`src/hdl/mice_pkg.sv`:
```
`default_nettype none
package mice_pkg;

  localparam int unsigned DataWordsDefault = 4096;

  localparam logic [2:0] CMD_EXEC    = 3'd0;
  localparam logic [2:0] CMD_PRELOAD = 3'd1;
  localparam logic [2:0] CMD_WRREG   = 3'd2;
  localparam logic [2:0] CMD_SETPC   = 3'd3;
  localparam logic [2:0] CMD_RDREG   = 3'd4;

  localparam logic [1:0] ST_OK  = 2'd0;
  localparam logic [1:0] ST_OVF = 2'd1;
  localparam logic [1:0] ST_MIS = 2'd2;

  localparam logic [5:0] OP_SPECIAL = 6'd0;
  localparam logic [5:0] OP_REGIMM  = 6'd1;
  localparam logic [5:0] OP_J       = 6'd2;
  localparam logic [5:0] OP_JAL     = 6'd3;
  localparam logic [5:0] OP_BEQ     = 6'd4;
  localparam logic [5:0] OP_BNE     = 6'd5;
  localparam logic [5:0] OP_BLEZ    = 6'd6;
  localparam logic [5:0] OP_BGTZ    = 6'd7;
  localparam logic [5:0] OP_ADDI    = 6'd8;
  localparam logic [5:0] OP_ADDIU   = 6'd9;
  localparam logic [5:0] OP_SLTI    = 6'd10;
  localparam logic [5:0] OP_SLTIU   = 6'd11;
  localparam logic [5:0] OP_ANDI    = 6'd12;
  localparam logic [5:0] OP_ORI     = 6'd13;
  localparam logic [5:0] OP_XORI    = 6'd14;
  localparam logic [5:0] OP_LUI     = 6'd15;
  localparam logic [5:0] OP_LB      = 6'd32;
  localparam logic [5:0] OP_LH      = 6'd33;
  localparam logic [5:0] OP_LWL     = 6'd34;
  localparam logic [5:0] OP_LW      = 6'd35;
  localparam logic [5:0] OP_LBU     = 6'd36;
  localparam logic [5:0] OP_LHU     = 6'd37;
  localparam logic [5:0] OP_LWR     = 6'd38;
  localparam logic [5:0] OP_SB      = 6'd40;
  localparam logic [5:0] OP_SH      = 6'd41;
  localparam logic [5:0] OP_SWL     = 6'd42;
  localparam logic [5:0] OP_SW      = 6'd43;
  localparam logic [5:0] OP_SWR     = 6'd46;

  localparam logic [5:0] FN_SLL   = 6'h00;
  localparam logic [5:0] FN_SRL   = 6'h02;
  localparam logic [5:0] FN_SRA   = 6'h03;
  localparam logic [5:0] FN_SLLV  = 6'h04;
  localparam logic [5:0] FN_SRLV  = 6'h06;
  localparam logic [5:0] FN_SRAV  = 6'h07;
  localparam logic [5:0] FN_JR    = 6'h08;
  localparam logic [5:0] FN_JALR  = 6'h09;
  localparam logic [5:0] FN_MFHI  = 6'h10;
  localparam logic [5:0] FN_MTHI  = 6'h11;
  localparam logic [5:0] FN_MFLO  = 6'h12;
  localparam logic [5:0] FN_MTLO  = 6'h13;
  localparam logic [5:0] FN_MULT  = 6'h18;
  localparam logic [5:0] FN_MULTU = 6'h19;
  localparam logic [5:0] FN_DIV   = 6'h1A;
  localparam logic [5:0] FN_DIVU  = 6'h1B;
  localparam logic [5:0] FN_ADD   = 6'h20;
  localparam logic [5:0] FN_ADDU  = 6'h21;
  localparam logic [5:0] FN_SUB   = 6'h22;
  localparam logic [5:0] FN_SUBU  = 6'h23;
  localparam logic [5:0] FN_AND   = 6'h24;
  localparam logic [5:0] FN_OR    = 6'h25;
  localparam logic [5:0] FN_XOR   = 6'h26;
  localparam logic [5:0] FN_NOR   = 6'h27;
  localparam logic [5:0] FN_SLT   = 6'h2A;
  localparam logic [5:0] FN_SLTU  = 6'h2B;

  localparam logic [4:0] RT_BLTZ   = 5'd0;
  localparam logic [4:0] RT_BGEZ   = 5'd1;
  localparam logic [4:0] RT_BLTZAL = 5'd16;
  localparam logic [4:0] RT_BGEZAL = 5'd17;

  localparam logic [4:0] LINK_REG = 5'd31;

  typedef struct packed {
    logic latch;
    logic rd_regs;
    logic agen;
    logic commit;
  } mice_cmd_t;

  typedef struct packed {
    logic div_busy;
    logic out_busy;
  } mice_sts_t;

endpackage
`default_nettype wire

```
`src/hdl/mice_ctrl.sv`:
```
`default_nettype none
module mice_ctrl (
  input  wire logic               clk_i,
  input  wire logic               rst_ni,
  input  wire logic               in_valid_i,
  output logic                    in_ready_o,
  input  wire mice_pkg::mice_sts_t sts_i,
  output mice_pkg::mice_cmd_t     cmd_o
);
  import mice_pkg::*;

  localparam logic [1:0] S_IDLE = 2'd0;
  localparam logic [1:0] S_REG  = 2'd1;
  localparam logic [1:0] S_AGEN = 2'd2;
  localparam logic [1:0] S_EXEC = 2'd3;

  logic [1:0] state_q, state_d;
  logic       done;

  assign in_ready_o = (state_q == S_IDLE);
  assign done = (state_q == S_EXEC) && !sts_i.div_busy && !sts_i.out_busy;

  always_comb begin
    cmd_o.latch   = in_valid_i && in_ready_o;
    cmd_o.rd_regs = (state_q == S_REG);
    cmd_o.agen    = (state_q == S_AGEN);
    cmd_o.commit  = done;
  end

  always_comb begin
    state_d = state_q;
    unique case (state_q)
      S_IDLE: if (in_valid_i) state_d = S_REG;
      S_REG:  state_d = S_AGEN;
      S_AGEN: state_d = S_EXEC;
      S_EXEC: if (done) state_d = S_IDLE;
      default: state_d = S_IDLE;
    endcase
  end

  always_ff @(posedge clk_i or negedge rst_ni) begin
    if (!rst_ni) begin
      state_q <= S_IDLE;
    end else begin
      state_q <= state_d;
    end
  end
endmodule
`default_nettype wire

```
`config.mk`:
```
export PLATFORM = sky130hd
export DESIGN_NAME = mice_ctrl
export DESIGN_NICKNAME = d
export VERILOG_FILES = /design/src/hdl/mice_pkg.sv /design/src/hdl/mice_ctrl.sv
export SDC_FILE = /design/constraint.sdc
export NUM_CORES = 1
export LEC_CHECK = 0
export ABC_AREA = 1
export BUFFER_PORTS_ARGS = -buffer_cell sky130_fd_sc_hd__buf_2
export CAP_MARGIN = 20
export CORE_AREA = 2 2 39 41
export DETAILED_ROUTE_END_ITERATION = 8
export DIE_AREA = 0 0 41 43
export PLACE_DENSITY = 0.4
export REMOVE_ABC_BUFFERS = 1
export SYNTH_ARGS = -nofsm -noshare
export SYNTH_HDL_FRONTEND = slang
export SYNTH_SLANG_ARGS = --single-unit
```
`constraint.sdc`:
```
create_clock -name clk_i -period 3.1 [get_ports clk_i]
set_clock_uncertainty 0.05 [all_clocks]
set_input_delay 0.31 -clock clk_i [delete_from_list [all_inputs] [get_ports clk_i]]
set_output_delay 0.31 -clock clk_i [all_outputs]
set_load 0.05 [all_outputs]
```
==> results of run 1 <==
## cells in the final DEF, fill, tap and decap left out
cell type                       instances
sky130_fd_sc_hd__dlygate4sd3_1          1
sky130_fd_sc_hd__buf_2                  9
sky130_fd_sc_hd__ha_1                   4
sky130_fd_sc_hd__clkbuf_4               3
sky130_fd_sc_hd__o21ai_2                1
sky130_fd_sc_hd__nand3_1                2
sky130_fd_sc_hd__dfrtp_1                2
sky130_fd_sc_hd__or2_1                  1
sky130_fd_sc_hd__nand2_1                7
sky130_fd_sc_hd__nor3b_1                1
sky130_fd_sc_hd__inv_1                  4
## area by class of cell
cell class | count | share of cell area (%)
Sequential cell | 2 | 18.4
Clock buffer | 3 | 8.29
Multi-Input combinational cell | 16 | 40.1
Tap cell | 16 | 7.37
Inverter | 4 | 5.53
Timing Repair Buffer | 10 | 20.3
## per-layer routing
metal | wire length, µm | GRT usage, %
met1 | 161 | 5.47
met2 | 168 | 6.25
met3 | 27 | 4.71
met4 | 0 | 4.00
met5 | 0 | 0
## worst min path at each step
| stage | from | end | slack (ns) | cells past startpoint |
|---|---|---|---|---|
| after floorplan | rst_ni | state_q[0]$_DFFE_PN0P_ | -0.04 | 0 |
| after global placement | rst_ni | state_q[0]$_DFFE_PN0P_ | 0.05 | 1 |
| after detailed placement | rst_ni | state_q[0]$_DFFE_PN0P_ | 0.05 | 1 |
| after CTS | rst_ni | state_q[0]$_DFFE_PN0P_ | 0.35 | 2 |
| after global routing | rst_ni | state_q[1]$_DFFE_PN0P_ | 0.35 | 2 |
| final | rst_ni | state_q[0]$_DFFE_PN0P_ | 0.35 | 2 |
## cell families after synthesis
group	Yosys count
AO/OA/AOI/OAI	1
adder cells (fa/ha/maj)	4
buffers and inverters	5
flip-flops	2
AND/OR/NAND/NOR	11
## worst reg2reg max path, delay by kind of cell (launching register included)
kind	cells	cell delay (ns)
fa+ha+maj	1	0.23
buf+inv	1	0.08
flops	1	0.38
simple gates	3	0.36
## per-stage QoR
stage	area, µm²	setup WS (ns)	cells	util (%)
2_1_floorplan	174	1.03	22	-
3_3_place_gp	239	1.69	47	17.3
3_5_place_dp	239	1.69	47	17.3
4_1_cts	272	1.45	51	19.6
5_1_grt	272	1.37	51	19.6
6_report	272	1.47	51	19.6
==> results.txt, run 1 <==
----------------------------------------------------
[Global route]
  Number of global-route vias before repair ... 148
  Global-route wire length before repair ... 565 µm
  GRT Overall Usage ... 5.22%
  Global route overflow ... 0
  Largest net degree at the start of global routing ... 5
  Number of antenna violations at the first check in global routing ... 0

[Timing]
  Number of setup violations in the final report ... 0
  Final count of pins violating max slew ... 0
  Slew Limit Headroom ... 83.6%
  Fmax ... 615 MHz
  Least-Margin Pin Slew ... 0.248 ns
  RSZ-0062 raised after global routing ... no
  Crit path time final ... 1.63 ns
  Worst hold-check slack ... 0.354 ns
  Final number of hold-violating endpoints ... 0
  Setup_tns ... 0 ns
  Period utilization ... 52.5%

[Job]
  Maximum Capacitance Violations ... 0

[Floorplan]
  Die Height ... 43 µm
  Top Ports ... 10
  Area of the die ... 1760 µm²
  Starting utilization of the core area ... 13.1%
  Die X ... 41 µm
  Core ar. ... 1380 µm²
  Cell Rows ... 14

[Route]
  Average wire length per cell after detail routing ... 6.98 µm
  Number of search-and-repair iterations in the first detailed-routing pass ... 2
  Ratio of routed vias to standard cells ... 3.27
  Number of antenna-violating nets in the routed design ... 0
  Residual DRC ... 0
  Wire length after detailed routing ... 356 µm
  Routed via count ... 167
  Violation count after the first detailed-routing iteration ... 1

[CTS]
  TritonCTS buffer count ... 3
  Post CTS Setup Buffer Count ... 0
  Resize count post-CTS ... 0
  Post-cts hold buffer count ... 1
  Clock slew seen by the registers of the worst setup and hold paths ... 0.03 ns
  Deepest clock path buffer count ... 2
  Clock Tree Root ... sky130_fd_sc_hd__clkbuf_4
  Number of levels in the clock H-tree ... 1
  Skew-Pair Late Insertion Delay ... 0.22 ns
  TritonCTS sink count ... 2
  CTS tree ... done

[Setup path]
  FF-to-FF End ... state_q[0]$_DFFE_PN0P_
  Crit path max-delay family ... flip-flops
  Reg-to-reg critical path startpoint ... state_q[0]$_DFFE_PN0P_
  Internal reg-to-reg setup slack ... 1.88 ns
  Category of the most critical setup path ... reg -> out
  Cell chain of the critical path ... ha_1, nor3b_1, buf_2
  Count of buffering cells on the critical path with inverters included ... 1
  Cell depth of the worst setup path ... 3
  Crit. Startpoint ... state_q[1]$_DFFE_PN0P_
  Startpoint type of the worst setup path ... flop
  Max stage delay cell, worst path ... sky130_fd_sc_hd__dfrtp_1
  Cell count of the worst reg-to-reg path ... 5
  Worst Setup End Kind ... primary output
  Maximum fanout encountered on the critical timing path ... 4
  Crit path to ... cmd_o[0]
  Endpoint arrival time on the critical path ... 1.27 ns
  Critical Path Max Stage Delay ... 0.39 ns
  Data required time of the worst path ... 2.74 ns

[Logic synthesis]
  Fraction of synthesized cell area taken by the top area cell type ... 27.6%
  Synth Cell Area ... 181 µm²
  Adder-Cell Fraction of Synth Area ... 27.6%
  Commonest register cell after synthesis ... sky130_fd_sc_hd__dfrtp_1
  Synthesized area per cell ... 7.89 µm²
  Number of cells produced by synthesis ... 23
  #FFs+latches synth ... 2
  Cell taking the most area after synthesis ... sky130_fd_sc_hd__dfrtp_1
  Synth Area in Compound Gates ... 4.83%
  Xor and xnor fraction of the mapped netlist area ... 0%
  Seq/Total Area, Yosys ... 27.6%
  Yosys warns ... 0
  Dominant combinational cell family by area after synthesis ... adder cells
  Distinct cell type count after synthesis ... 9
  Biggest area contributors in the synthesized netlist ... sky130_fd_sc_hd__dfrtp_1 28%, sky130_fd_sc_hd__ha_1 28%, sky130_fd_sc_hd__nand2_1 14%
  Most common cell in the synthesized netlist ... sky130_fd_sc_hd__nand2_1
  Most used standard cells in the synthesized netlist ... 7 x sky130_fd_sc_hd__nand2_1, 4 x sky130_fd_sc_hd__ha_1, 4 x sky130_fd_sc_hd__inv_1, 2 x sky130_fd_sc_hd__dfrtp_1, 2 x sky130_fd_sc_hd__nand3_1
  Multiplexer area fraction after synthesis ... 0%
  Number of flops mapped to enable cells by yosys ... 0
  Simple-gate share of the synthesized area ... 27.6%
  Post-synthesis async set-or-reset flop share ... 100%

[Placement]
  Global placer's final weighted congestion ... 0.593
  Detailed placement HPWL ... 291 µm
  PortBufs ... 9

[Layout]
  Area growth from synthesis to layout ... 49.7%
  Sequential cell area ... 50.0 µm²
  Count of filler cells inserted in the layout ... 163
  Fraction of layout instances using a drive strength above 1 ... 37.1%
  Register with the most flip-flops ... state_q
  Final #Nets ... 46
  Max reg flops ... 2
  ANT cells ... 0
  Regs by FF count ... state_q x2
  Total area of multi-input combinational cells ... 109 µm²

[Worst hold path]
  Hold Crit Class ... in -> async

[Outcome]
  Status ... finished clean

----------------------------------------------------
Power of run 1 is left out: the tool's default activity adds up to more than one toggle a clock period on the data nets, which glitch-free logic cannot reach.
==> inputs of run 2 (changes only) <==
ABC_AREA = 0   (was 1)
PLACE_DENSITY = 0.39   (was 0.4)
clock period = 1.6 ns   (was 3.1 ns; I/O delays follow)
==> run 2 against run 1 <==
  * Die area is the same
  * Core utilization is 0.27 points lower
  * Setup slack lost 1.4 ns
  * Critical path depth is 1 higher
  * Non-clock buffer count unchanged
  * Cell count fell by 14%
  * Critical endpoint is now cmd_o[3]
  * Register-to-register slack lost 1.7 ns
==> results.txt, run 2 <==
----------------------------------------------------
[Logic synthesis]
  Post-synthesis async set-or-reset flop share ... 100% (unchanged)
  Seq/Total Area, Yosys ... 28.6% (+0.99 points)
  Most used standard cells in the synthesized netlist ... 4 x sky130_fd_sc_hd__ha_1, 3 x sky130_fd_sc_hd__inv_1, 2 x sky130_fd_sc_hd__dfrtp_1
  Cell taking the most area after synthesis ... sky130_fd_sc_hd__dfrtp_1
  Most common cell in the synthesized netlist ... sky130_fd_sc_hd__ha_1
  Yosys warns ... 0 (unchanged)
  Number of cells produced by synthesis ... 16 (-30%)
  Biggest area contributors in the synthesized netlist ... sky130_fd_sc_hd__dfrtp_1 29%, sky130_fd_sc_hd__ha_1 29%, sky130_fd_sc_hd__mux2_4 8.6%
  Synthesized area per cell ... 10.9 µm² (+39%)
  Synth Cell Area ... 175 µm² (-3.4%)
  Fraction of synthesized cell area taken by the top area cell type ... 28.6% (+0.99 points)
  Commonest register cell after synthesis ... sky130_fd_sc_hd__dfrtp_1
  Number of flops mapped to enable cells by yosys ... 0 (unchanged)
  #FFs+latches synth ... 2 (unchanged)
  Distinct cell type count after synthesis ... 10 (+1)

[Layout]
  Final #Nets ... 39 (-15%)
  ANT cells ... 0 (unchanged)
  Max reg flops ... 2 (unchanged)
  Fraction of layout instances using a drive strength above 1 ... 53.6% (+16 points)
  Register with the most flip-flops ... state_q
  Area growth from synthesis to layout ... 52.9%
  Most common library cell in the layout ignoring fill and taps ... sky130_fd_sc_hd__buf_2
  Total area of multi-input combinational cells ... 106 µm² (-2.3%)
  Sequential cell area ... 50.0 µm² (unchanged)
  Count of filler cells inserted in the layout ... 156 (-4.3%)
  Regs by FF count ... state_q x2
  Post-layout utilization of the core ... 19.3% (-0.27 points)
  Leading cell types in the layout, fill and taps excluded ... 8 x sky130_fd_sc_hd__buf_2, 4 x sky130_fd_sc_hd__ha_1, 4 x sky130_fd_sc_hd__clkbuf_4, 3 x sky130_fd_sc_hd__inv_1, 2 x sky130_fd_sc_hd__dfrtp_1

[Route]
  Wire length after detailed routing ... 386 µm (+8.4%)
  Number of antenna-violating nets in the routed design ... 0 (unchanged)
  Residual DRC ... 0 (unchanged)
  Number of search-and-repair iterations in the first detailed-routing pass ... 1 (-1)
  Average wire length per cell after detail routing ... 8.77 µm (+26%)
  Routed via count ... 153 (-8.4%)
  Ratio of routed vias to standard cells ... 3.48 (+6.2%)
  Violation count after the first detailed-routing iteration ... 0 (-1)

[Timing]
  Slew Limit Headroom ... 83.4% (-0.19 points)
  Period utilization ... 94.5%
  Final count of pins violating max slew ... 0 (unchanged)
  Final number of hold-violating endpoints ... 0 (unchanged)
  Worst hold-check slack ... 0.201 ns (-0.153 ns)
  Crit path time final ... 1.51 ns
  Fmax ... 662 MHz
  Least-Margin Pin Slew ... 0.251 ns (+0.00286 ns)
  RSZ-0062 raised after global routing ... no
  Min setup slack post-route ... 0.0884 ns (-1.38 ns)
  Number of setup violations in the final report ... 0 (unchanged)

[Placement]
  PortBufs ... 9 (unchanged)
  Dpl ws ... 0.210 ns (-1.48 ns)
  Detailed placement HPWL ... 307 µm (+5.6%)
  Global placer's final weighted congestion ... 0.598 (+0.88%)

[Floorplan]
  Top Ports ... 10 (unchanged)
  Area of the die ... 1760 µm² (unchanged)
  Starting utilization of the core area ... 12.7% (-0.45 points)
  Die Height ... 43 µm (unchanged)
  Cell Rows ... 14 (unchanged)
  Core ar. ... 1380 µm² (unchanged)
  Die X ... 41 µm (unchanged)

[Global route]
  Global-route wire length before repair ... 503 µm (-11%)
  Largest net degree at the start of global routing ... 5 (unchanged)
  Number of global-route vias before repair ... 135 (-8.8%)
  Number of antenna violations at the first check in global routing ... 0 (unchanged)
  Global route overflow ... 0 (unchanged)
  GRT Overall Usage ... 5.02% (-0.20 points)

[Setup path]
  FF-to-FF End ... state_q[1]$_DFFE_PN0P_
  Count of buffering cells on the critical path with inverters included ... 2 (+1)
  Reg-to-reg critical path startpoint ... state_q[0]$_DFFE_PN0P_
  Startpoint type of the worst setup path ... flop
  Internal reg-to-reg setup slack ... 0.21 ns (-1.67 ns)
  Critical Path Max Stage Delay ... 0.40 ns (about the same)
  Max stage delay cell, worst path ... sky130_fd_sc_hd__dfrtp_1
  Worst Setup End Kind ... primary output
  Maximum fanout encountered on the critical timing path ... 4 (unchanged)
  Category of the most critical setup path ... reg -> out
  Cell count of the worst reg-to-reg path ... 4 (-1)
  Endpoint arrival time on the critical path ... 1.30 ns (+0.03 ns)
  Crit path max-delay family ... flip-flops
  Cell chain of the critical path ... inv_1, ha_1, and2_1, clkbuf_4
  Data required time of the worst path ... 1.39 ns (-1.35 ns)

[CTS]
  Post CTS Setup Buffer Count ... 0 (unchanged)
  Clock slew seen by the registers of the worst setup and hold paths ... 0.03 ns (about the same)
  TritonCTS sink count ... 2 (unchanged)
  Skew-Pair Late Insertion Delay ... 0.22 ns (about the same)
  Clock Tree Root ... sky130_fd_sc_hd__clkbuf_4
  Number of levels in the clock H-tree ... 1 (unchanged)
  TritonCTS buffer count ... 3 (unchanged)
  CTS tree ... done
  Deepest clock path buffer count ... 2 (unchanged)

[Job]
  Maximum Capacitance Violations ... 0 (unchanged)

[Worst hold path]
  Hold Crit Class ... in -> async

[Outcome]
  Status ... finished clean

----------------------------------------------------
-- run 2: kinds of logic after synthesis --
group	share of synthesized area (%)
AND/OR/NAND/NOR	7.86
AO/OA/AOI/OAI	15.7
buffers and inverters	10.7
flip-flops	28.6
multiplexers	8.57
adder cells (fa/ha/maj)	28.6
-- run 2: metal layers --
metal / up-vias / track usage [%] / share of wire (%)
met5: - / 0 / 0
met4: 0 / 8.00 / 0
met3: 0 / 3.14 / 15
met2: 10 / 5.00 / 39
met1: 66 / 5.14 / 45
li1: 77 / - / -
-- run 2: worst reg2reg max path, delay by kind of cell (launching register included) --
| kind | cells | cell delay, ns |
|---|---|---|
| compound gates | 2 | 0.28 |
| fa+ha+maj | 1 | 0.22 |
| flops | 1 | 0.40 |
| mux | 1 | 0.32 |
-- run 2: worst max path at each step --
stage | start | endpoint | cells after the start
floorplan | state_q[0]$_DFFE_PN0P_ | cmd_o[0] | 2
global placement | state_q[0]$_DFFE_PN0P_ | state_q[1]$_DFFE_PN0P_ | 4
detailed placement | state_q[0]$_DFFE_PN0P_ | state_q[1]$_DFFE_PN0P_ | 4
CTS | state_q[0]$_DFFE_PN0P_ | cmd_o[3] | 4
global route | state_q[0]$_DFFE_PN0P_ | cmd_o[3] | 4
finish | state_q[0]$_DFFE_PN0P_ | cmd_o[3] | 4
-- run 2: layout make-up --
| class | count | area share, % |
|---|---|---|
| multi-input cells | 10 | 39.7 |
| repair buffers | 10 | 21.5 |
| flip-flops and latches | 2 | 18.7 |
| clock buffers | 3 | 8.41 |
| well taps | 16 | 7.48 |
| inverters | 3 | 4.21 |
-- run 2: metrics by stage --
stage | instances | cell area [µm²] | setup TNS [ns]
2_1_floorplan | 15 | 168 | -0.399
3_3_place_gp | 40 | 233 | 0
3_5_place_dp | 40 | 233 | 0
4_1_cts | 44 | 265 | 0
5_1_grt | 44 | 268 | 0
6_report | 44 | 268 | 0
-- run 2: timing repair --
item / CTS / global route
gates resized for setup: 0 / 1
endpoints found under the setup margin: 0 / 1
hold endpoints to repair: 2 / 0
hold buffers: 1 / 0
Power of run 2 is left out for the same reason.
